===== src/rtl/u8u16_pkg.sv =====
// Package for the UTF-8 to UTF-16/UTF-32 transcoder.
// Holds the word types of both channels, the encoding constants and lead_class.
// No dependencies.
`timescale 1ns / 1ps

package u8u16_pkg;

   // Input word: one UTF-8 byte and the end-of-string mark.
   typedef struct packed {
      logic [7:0] in_byte;
      logic       end_of_string;
   } u8u16_req_type;

   // Result word: one output unit and its two marks.
   typedef struct packed {
      logic [31:0] out_unit;
      logic        last_of_run;
      logic        string_done;
   } u8u16_rsp_type;

   // Lead classes taken from the top five bits of a byte.
   typedef enum logic [2:0] {
      CLS_CONT    = 3'd0,
      CLS_ONE     = 3'd1,
      CLS_TWO     = 3'd2,
      CLS_THREE   = 3'd3,
      CLS_FOUR    = 3'd4,
      CLS_INVALID = 3'd5
   } u8u16_class_type;

   localparam int unsigned MaxUnits = 4;

   localparam logic [31:0] Utf16Invalid = 32'h0000_003F;
   localparam logic [31:0] Utf32Invalid = 32'hFFFF_FFFF;
   localparam logic [20:0] PlaneOneBase = 21'h01_0000;
   localparam logic [20:0] CodeLimit    = 21'h11_0000;
   localparam logic [15:0] HighSurrBase = 16'hD800;
   localparam logic [15:0] LowSurrBase  = 16'hDC00;

   // Lead class of a byte.
   function automatic u8u16_class_type lead_class(input logic [7:0] b);
      u8u16_class_type cls;
      if (!b[7]) begin
         cls = CLS_ONE;
      end else if (!b[6]) begin
         cls = CLS_CONT;
      end else if (!b[5]) begin
         cls = CLS_TWO;
      end else if (!b[4]) begin
         cls = CLS_THREE;
      end else if (!b[3]) begin
         cls = CLS_FOUR;
      end else begin
         cls = CLS_INVALID;
      end
      return cls;
   endfunction

endpackage


===== src/rtl/utf8_to_utf16_transcoder.sv =====
// Top level of the UTF-8 to UTF-16/UTF-32 transcoder.
// Depends on u8u16_pkg for word types, lead classes and constants.
//
// Usage:
//   req_*  carries one UTF-8 byte per word with an end-of-string mark.
//   rsp_*  carries the output units: UTF-16 words (zero-extended) or UTF-32
//          code points, with last_of_run on the final unit a byte causes and
//          string_done on the final unit of the string.
//   csr_*  writes the output format (0 UTF-16, 1 UTF-32); always ready. It must
//          be written only while the block is idle; the block does not enforce it.
// Each accepted byte is decoded in the cycle it is taken; its units appear in
// a result buffer from the next cycle. A byte that gives one unit or none lets
// the next byte follow in every cycle while the receiver is ready. A byte that
// gives n units (up to four) holds the input until the last is being taken, as
// the buffer drains one unit per ready cycle through the single output port.
// Reset clears the open sequence, the format and the result buffer. When the
// receiver stalls, the current unit is held and req_ready stays low until the
// last unit of the buffer is being taken.
`timescale 1ns / 1ps

module utf8_to_utf16_transcoder (
   input  logic                     clock,
   input  logic                     reset,
   input  logic                     req_valid,
   output logic                     req_ready,
   input  u8u16_pkg::u8u16_req_type req_data,
   output logic                     rsp_valid,
   input  logic                     rsp_ready,
   output u8u16_pkg::u8u16_rsp_type rsp_data,
   input  logic                     csr_valid,
   output logic                     csr_ready,
   input  logic                     csr_wdata
);

   localparam int unsigned MaxUnitsIdx = u8u16_pkg::MaxUnits - 1;

   // Decoder state and configuration.
   logic        fmt_ff;
   logic [2:0]  exp_ff, exp_in;
   logic [1:0]  held_ff, held_in;
   logic [20:0] pp_ff, pp_in;

   // Result buffer: pending units, how many remain and the end mark.
   logic [31:0] units_ff [MaxUnitsIdx:0];
   logic [31:0] units_in [MaxUnitsIdx:0];
   logic [2:0]  cnt_ff, cnt_in;
   logic        eos_ff, eos_in;

   // Decode signals.
   logic                       accept;
   logic                       taken;
   logic [31:0]                inv_unit;
   logic [31:0]                dec_units [MaxUnitsIdx:0];
   logic [2:0]                 dec_count;
   logic                       is_open;
   logic                       is_cont;
   logic [2:0]                 held_next;
   logic [20:0]                pp_next;
   u8u16_pkg::u8u16_class_type cls;
   logic [20:0]                cp_off;
   logic [31:0]                enc_a;
   logic [31:0]                enc_b;
   logic                       enc_two;
   logic [1:0]                 flush_n;
   logic [31:0]                tail_unit;
   logic                       tail_valid;

   // Handshakes.
   assign csr_ready = 1'b1;
   assign rsp_valid = (cnt_ff != 3'd0);
   assign taken     = rsp_valid && rsp_ready;
   assign req_ready = (cnt_ff == 3'd0) || ((cnt_ff == 3'd1) && rsp_ready);
   assign accept    = req_valid && req_ready;

   assign rsp_data.out_unit    = units_ff[0];
   assign rsp_data.last_of_run = (cnt_ff == 3'd1);
   assign rsp_data.string_done = (cnt_ff == 3'd1) && eos_ff;

   assign inv_unit  = fmt_ff ? u8u16_pkg::Utf32Invalid : u8u16_pkg::Utf16Invalid;
   assign is_open   = (exp_ff != 3'd0);
   assign is_cont   = (req_data.in_byte[7:6] == 2'b10);
   assign held_next = {1'b0, held_ff} + 3'd1;
   assign pp_next   = {pp_ff[14:0], req_data.in_byte[5:0]};
   assign cls       = u8u16_pkg::lead_class(req_data.in_byte);
   assign cp_off    = pp_next - u8u16_pkg::PlaneOneBase;

   // Encoder for a completed code point.
   always_comb begin
      enc_a   = {11'd0, pp_next};
      enc_b   = u8u16_pkg::Utf16Invalid;
      enc_two = 1'b0;
      if (!fmt_ff && (pp_next >= u8u16_pkg::PlaneOneBase)) begin
         if (pp_next < u8u16_pkg::CodeLimit) begin
            enc_a   = {16'd0, u8u16_pkg::HighSurrBase + {6'd0, cp_off[19:10]}};
            enc_b   = {16'd0, u8u16_pkg::LowSurrBase + {6'd0, cp_off[9:0]}};
            enc_two = 1'b1;
         end else begin
            enc_a = u8u16_pkg::Utf16Invalid;
         end
      end
   end

   // Unit that a byte gives when taken as a lead.
   always_comb begin
      tail_unit  = inv_unit;
      tail_valid = 1'b1;
      case (cls) inside
         u8u16_pkg::CLS_ONE: tail_unit = {24'd0, req_data.in_byte};
         u8u16_pkg::CLS_CONT, u8u16_pkg::CLS_INVALID: tail_unit = inv_unit;
         default: tail_valid = req_data.end_of_string;
      endcase
   end

   assign flush_n = is_open ? held_ff : 2'd0;

   // Decode one byte into the units it gives and the next state.
   always_comb begin
      for (int i = 0; i <= MaxUnitsIdx; i++) begin
         dec_units[i] = inv_unit;
      end
      dec_count = 3'd0;
      exp_in    = exp_ff;
      held_in   = held_ff;
      pp_in     = pp_ff;
      if (is_open && is_cont) begin
         if (held_next >= exp_ff) begin
            // Sequence complete.
            dec_units[0] = enc_a;
            dec_units[1] = enc_b;
            dec_count    = enc_two ? 3'd2 : 3'd1;
            exp_in       = 3'd0;
            held_in      = 2'd0;
            pp_in        = 21'd0;
         end else if (req_data.end_of_string) begin
            // Truncated at the end: every held byte is invalid.
            dec_count = held_next;
            exp_in    = 3'd0;
            held_in   = 2'd0;
            pp_in     = 21'd0;
         end else begin
            held_in = held_next[1:0];
            pp_in   = pp_next;
         end
      end else begin
         // Flush any broken sequence, then take the byte as a lead.
         dec_units[flush_n] = tail_unit;
         dec_count          = {1'b0, flush_n} + {2'd0, tail_valid};
         exp_in             = 3'd0;
         held_in            = 2'd0;
         pp_in              = 21'd0;
         if (!tail_valid) begin
            exp_in  = cls;
            held_in = 2'd1;
            case (cls)
               u8u16_pkg::CLS_TWO:   pp_in = {16'd0, req_data.in_byte[4:0]};
               u8u16_pkg::CLS_THREE: pp_in = {17'd0, req_data.in_byte[3:0]};
               default:              pp_in = {18'd0, req_data.in_byte[2:0]};
            endcase
         end
      end
   end

   // Result buffer next values: load on accept, else shift on take.
   always_comb begin
      for (int i = 0; i <= MaxUnitsIdx; i++) begin
         units_in[i] = units_ff[i];
      end
      cnt_in = cnt_ff;
      eos_in = eos_ff;
      if (accept) begin
         for (int i = 0; i <= MaxUnitsIdx; i++) begin
            units_in[i] = dec_units[i];
         end
         cnt_in = dec_count;
         eos_in = req_data.end_of_string;
      end else if (taken) begin
         for (int i = 0; i < MaxUnitsIdx; i++) begin
            units_in[i] = units_ff[i + 1];
         end
         cnt_in = cnt_ff - 3'd1;
      end
   end

   // Control registers.
   always_ff @(posedge clock) begin
      if (reset) begin
         fmt_ff  <= 1'b0;
         exp_ff  <= 3'd0;
         held_ff <= 2'd0;
         pp_ff   <= 21'd0;
         cnt_ff  <= 3'd0;
      end else begin
         if (csr_valid && csr_ready) begin
            fmt_ff <= csr_wdata;
         end
         if (accept) begin
            exp_ff  <= exp_in;
            held_ff <= held_in;
            pp_ff   <= pp_in;
         end
         cnt_ff <= cnt_in;
      end
   end

   // Payload registers.
   always_ff @(posedge clock) begin
      for (int i = 0; i <= MaxUnitsIdx; i++) begin
         units_ff[i] <= units_in[i];
      end
      eos_ff <= eos_in;
   end

   // The buffer never holds more units than a byte can give.
   a_cnt_bound: assert property (@(posedge clock) disable iff (reset)
      cnt_ff <= 3'd4)
      else $error("result buffer count out of range");

   // An open sequence always holds fewer bytes than its length.
   a_held_bound: assert property (@(posedge clock) disable iff (reset)
      (held_ff != 2'd0) |-> ((exp_ff != 3'd0) && ({1'b0, held_ff} < exp_ff)))
      else $error("held count inconsistent with expected length");

   // An end-marked byte leaves no sequence open and gives a result.
   a_eos_close: assert property (@(posedge clock) disable iff (reset)
      (accept && req_data.end_of_string) |=> ((exp_ff == 3'd0) && rsp_valid))
      else $error("end of string left a sequence open or no result");

   // A new byte is taken over pending units only as the last one leaves.
   a_no_overrun: assert property (@(posedge clock) disable iff (reset)
      (accept && (cnt_ff != 3'd0)) |-> (rsp_ready && (cnt_ff == 3'd1)))
      else $error("byte accepted over pending units");

endmodule

===== config.mk =====
export PLATFORM = sky130hd
export DESIGN_NAME = utf8_to_utf16_transcoder
export DESIGN_NICKNAME = d
export VERILOG_FILES = /design/src/rtl/u8u16_pkg.sv /design/src/rtl/utf8_to_utf16_transcoder.sv
export SDC_FILE = /design/constraint.sdc
export NUM_CORES = 1
export LEC_CHECK = 0
export CAP_MARGIN = 0
export CORE_MARGIN = 5
export CORE_UTILIZATION = 30
export CTS_CLUSTER_SIZE = 8
export DETAILED_ROUTE_END_ITERATION = 10
export DONT_BUFFER_PORTS = 1
export PLACE_DENSITY = 0.51
export RECOVER_POWER = 50
export SLEW_MARGIN = 20
export SYNTH_ARGS = -nofsm -noshare
export SYNTH_HDL_FRONTEND = slang
export SYNTH_SLANG_ARGS = --single-unit

===== constraint.sdc =====
create_clock -name clock -period 3.3 [get_ports clock]
set_input_delay 0.495 -clock clock [delete_from_list [all_inputs] [get_ports clock]]
set_output_delay 0.495 -clock clock [all_outputs]
set_load 0.01 [all_outputs]

* Word-level counts from Yosys, hierarchy flattened
Memory sizes are Yosys's and may differ from the RTL's. Index checks and enable logic that the tools add are counted.
Word-level totals: bits in registers 25, bits in writable memories 128, input port bits 15, output and inout port bits 37, logic and storage cells 85, memories 1
Operators by class: add/subtract/negate cells 6, magnitude comparators 5, eq/ne operators 7, muxes and demuxes 44, reductions and logical operators 16
Memories:
- units_ff | depth 4, width 32, rd ports 4, clocked after Yosys merged registers in 0, wr ports 4, line utf8_to_utf16_transcoder.sv:44 | logic [31:0] units_ff [MaxUnitsIdx:0];
Operators with widths (count):
- $mux W64 | 3
- $mux W96 | 2
- $bwmux W128 | 1
- $mux W32 | 4
- $demux W32 S2 | 1
- $mux W16 | 3
- $mux W15 | 3
- $mux W3 | 13
- $add A15 B11 Y16 const A | 2
- $ge A21 B17 Y1 const B | 1
- $lt A21 B21 Y1 const B | 1
- $mux W21 | 1
- $sub A20 B17 Y20 const B | 1
- $mux W2 | 5
- $pmux W5 S2 | 1
- $logic_and A1 B1 Y1 | 7
- $eq A3 B1 Y1 const B | 2
- $eq A3 B2 Y1 const B | 2
- $logic_not A3 Y1 | 2
- $mux W1 | 6
- $reduce_bool A3 Y1 | 2
- $mux W5 | 1
- $add A2 B1 Y3 | 1
- $add A2 B1 Y3 const B | 1
- 12 further kinds | 12

* Logic depth before layout (Yosys ltp)
word-level depth 12, gate-level depth with buffers 9, gate-level depth less buffers 8

* Least setup slack after synthesis
OpenSTA, ideal clock, no wires.
path type register to register, start point reg cnt_ff[0], end point reg cnt_ff[2], library setup time 0.070 ns, data arrival time 2.337 ns, data required time 3.230 ns, setup slack 0.893 ns, cell stages (with the launch flop) 9, path buffers 0, period minus slack after synthesis 2.407 ns, cells stage by stage dfxtp_1 > inv_1 > ha_1 > nor2b_1 > mux2i_1 > inv_1 > a31oi_1 > a31o_2 > a21oi_1
Between the ends: word-level cells in the longest chain between the ends 5, elaborated cells between the ends (all ways) 11, those cells by class 1 x add/sub; 1 x eq/ne; 2 x mux; 7 x reduce/logical
RTL lines:
- start, declared | line utf8_to_utf16_transcoder.sv:46 | logic [2:0] cnt_ff, cnt_in;
- start signal, assigned | line utf8_to_utf16_transcoder.sv:201 | cnt_ff <= cnt_in;
- parallel branches: the longest is 5 deep, another holds $sub A3 B1 Y3
Parallel ways; which one is timed is not known. The select of a mux whose other input is x is not followed. A chain may end at the register's enable or synchronous reset.

==> results.toml <==
[floorplanning]
pin_count = 52
start_util = 0.306
fp-row-count = 42
die-area_um2 = 15900
core_area_um2 = 13200
die_h_um = 126
die_x_um = 126

[detailed_routing]
num_vias = 3033
wl_per_cell_um = 18.2
drt_wl_total_um = 10300
drc = 0
firstDrtPassIters = 4
vias_per_cell = 5.33
ant_nets = 0
drtIter0Drc = 198

[placed_design]
hpwl_um = 7400
routabilityCongestion = 0.869
portBuffers = 0

[pwr]
p_leak_nw = 1.50
power.density_nw_per_um2 = 826
irDropWorstVdd_uv = 353

[finish]
utilization = 0.337
nets = 414
antenna_cells = 0
syn_to_final_growth_pct = 10.3
layout-drive-gt1-share = 0.0992
nFillCells = 1335

[timing]
post-route-min-period_ns = 2.91
fmax_mhz = 343
setup_tns_ns = 0
fin_worst_skew_ns = 0.00670
fin_crit_sh = 0.883
hold_viol = 0
worstMarginPinSlew_ns = 1.10
slew_headroom = 0.269
slew_viol_final = 0
rsz0062_at_grt = "false"
setup_viol = 0

[grt]
grt_max_degree = 27
grt_pass1_wl_um = 16600
antenna_found_initial = 0
grt.overflow.total = 0
grtUsageMet1 = 0.181
grt_busiest_layer = "met2"
gr-usage-met2 = 0.202
grt_pass1_vias = 2931
use_met3 = 0.0406
grt_use_total = 0.133

[synthesis]
synth_area_leaders = "edfxtp_1 (39%), dfxtp_1 (12%), a21oi_1 (4.1%), nand2_1 (3.8%), ha_1 (3.4%)"
ys_ff_latch = 77
yosys.area.top_type = "edfxtp_1"
synthTopCellsByCount = "edfxtp_1 (53), nand2_1 (41), a21oi_1 (33)"
yosysSeqAreaShare = 0.514
synth_flop_cell = "edfxtp_1"
avgSynthCellArea_um2 = 10.1
synth_most_common_cell = "edfxtp_1"
synth_edf_count = 53
syn_nets = 424
synth_top_area_frac = 0.395
synthCells = 398
ys_types = 61
syn_area_um2 = 4030
yosys_warnings = 0
synthArstFlopShare = 0

[clock_network]
cts_buffers = 9
cts_sinks = 77
clkTransAtPathRegs_ns = 0.06
htree_levels = 3
clock_latency_ns = 0.34
post_cts_resized = 0
cts_root_buf = "clkbuf_16"
cts_setup_buffers = 0
hold_buffers = 0
cts_tree = "yes"
cts_buffer_depth = 2

[worst_setup_path]
r2r_cells = 6
r2r_slack_ns = 0.39
worst_setup_path_end_kind = "register"
startpoint_type = "register"
criticalPathCategory = "register to register"
timing.rr.end = "units_ff[0][7]"
crit_start = "held_ff[0]"
reg2reg_from = "held_ff[0]"
worstPathRequired_ns = 3.36
arrival_ns = 2.98
cp_max_fo = 9
critPathCapture = "units_ff[0][7]"

[run_status]
outcome = "completed"

[hold_path]
hp-class = "primary input to register"

[flow_run]
cap_violations = 0
## critical path: stages, from the launching register on
cell and delay [ns]:
dfxtp_1 0.50, ha_1 0.32, ha_1 0.30, nand2_1 0.09
o21ai_1 0.51, nand4_2 0.32, o311ai_0 0.59
## how the worst min path moves through the flow
| stage | endpoint | cells past startpoint | slack (ns) | from |
|---|---|---|---|---|
| final | pp_ff[2] | 1 | 0.22 | reset |
| after global routing | exp_ff[1] | 1 | 0.21 | reset |
| after CTS | pp_ff[2] | 1 | 0.21 | reset |
| after detailed placement | pp_ff[9] | 2 | 0.48 | pp_ff[9] |
| after global placement | pp_ff[13] | 2 | 0.47 | pp_ff[13] |
| after floorplan | pp_ff[13] | 2 | 0.45 | pp_ff[13] |
## sequential cells by signal (all words and copies together), names as in the netlist
signal and cells:
units_ff 52, pp_ff 15, cnt_ff 3, exp_ff 3
held_ff 2, eos_ff 1, fmt_ff 1
## power by group
group	internal [mW]	total [mW]	switching [mW]
clock network	0.651	1.04	0.385
logic	0.332	0.979	0.647
registers	1.43	1.66	0.228
## stage by stage
| stage | worst slack (ns) | instances | hold slack, ns | area, um^2 | power, mW |
|---|---|---|---|---|---|
| detailed placement | 0.393 | 553 | 0.485 | 4140 | 2.68 |
| global placement | 0.479 | 553 | 0.472 | 4140 | 2.66 |
| finish | 0.385 | 569 | 0.221 | 4450 | 3.67 |
| CTS | 0.410 | 569 | 0.207 | 4450 | 3.72 |
| floorplan | 0.893 | 398 | 0.455 | 4030 | 2.47 |
| global route | 0.302 | 569 | 0.206 | 4450 | 3.89 |
## cells in the final DEF, fill, tap and decap left out, drive strengths merged, types with 3 or more instances in the layout
cell type,instances
a21o,16
a21oi,33
a221o,3
a22oi,3
a31o,3
and2,4
buf,7
clkbuf,15
dfxtp,24
edfxtp,53
ha,11
inv,13
mux2i,5
nand2,41
nand3,13
nand4,3
nor2,28
nor2b,6
nor3,28
nor4,5
o211ai,6
o21ai,15
o22ai,7
o311ai,3
o31ai,3
or3,14
## per-layer routing
layer,vias up,wire [um]
li1,1456,-
met1,1462,4840
met2,99,4830
met3,16,504
met4,0,162
met5,-,0
## cell families after synthesis
group	after synthesis	synth area share
and+or+nand+nor	152	0.194
AOI/OAI and AO/OA	107	0.184
DFF	77	0.514
buffers and inverters	44	0.0580
adders and majority gates	11	0.0341
muxes	5	0.0124
other	1	0.000930
xor gates and xnor gates	1	0.00217
## cell type report
| type | instances | area [um^2] | area share |
|---|---|---|---|
| sequential | 77 | 2070 | 0.466 |
| tap | 176 | 220 | 0.0495 |
| clock inverter | 3 | 42.5 | 0.00957 |
| timing repair buffer | 9 | 61.3 | 0.0138 |
| clock buffer | 13 | 272 | 0.0611 |
| multi-input combinational | 277 | 1730 | 0.388 |
| inverter | 14 | 52.6 | 0.0118 |
Power figures use the tool's default switching activity.
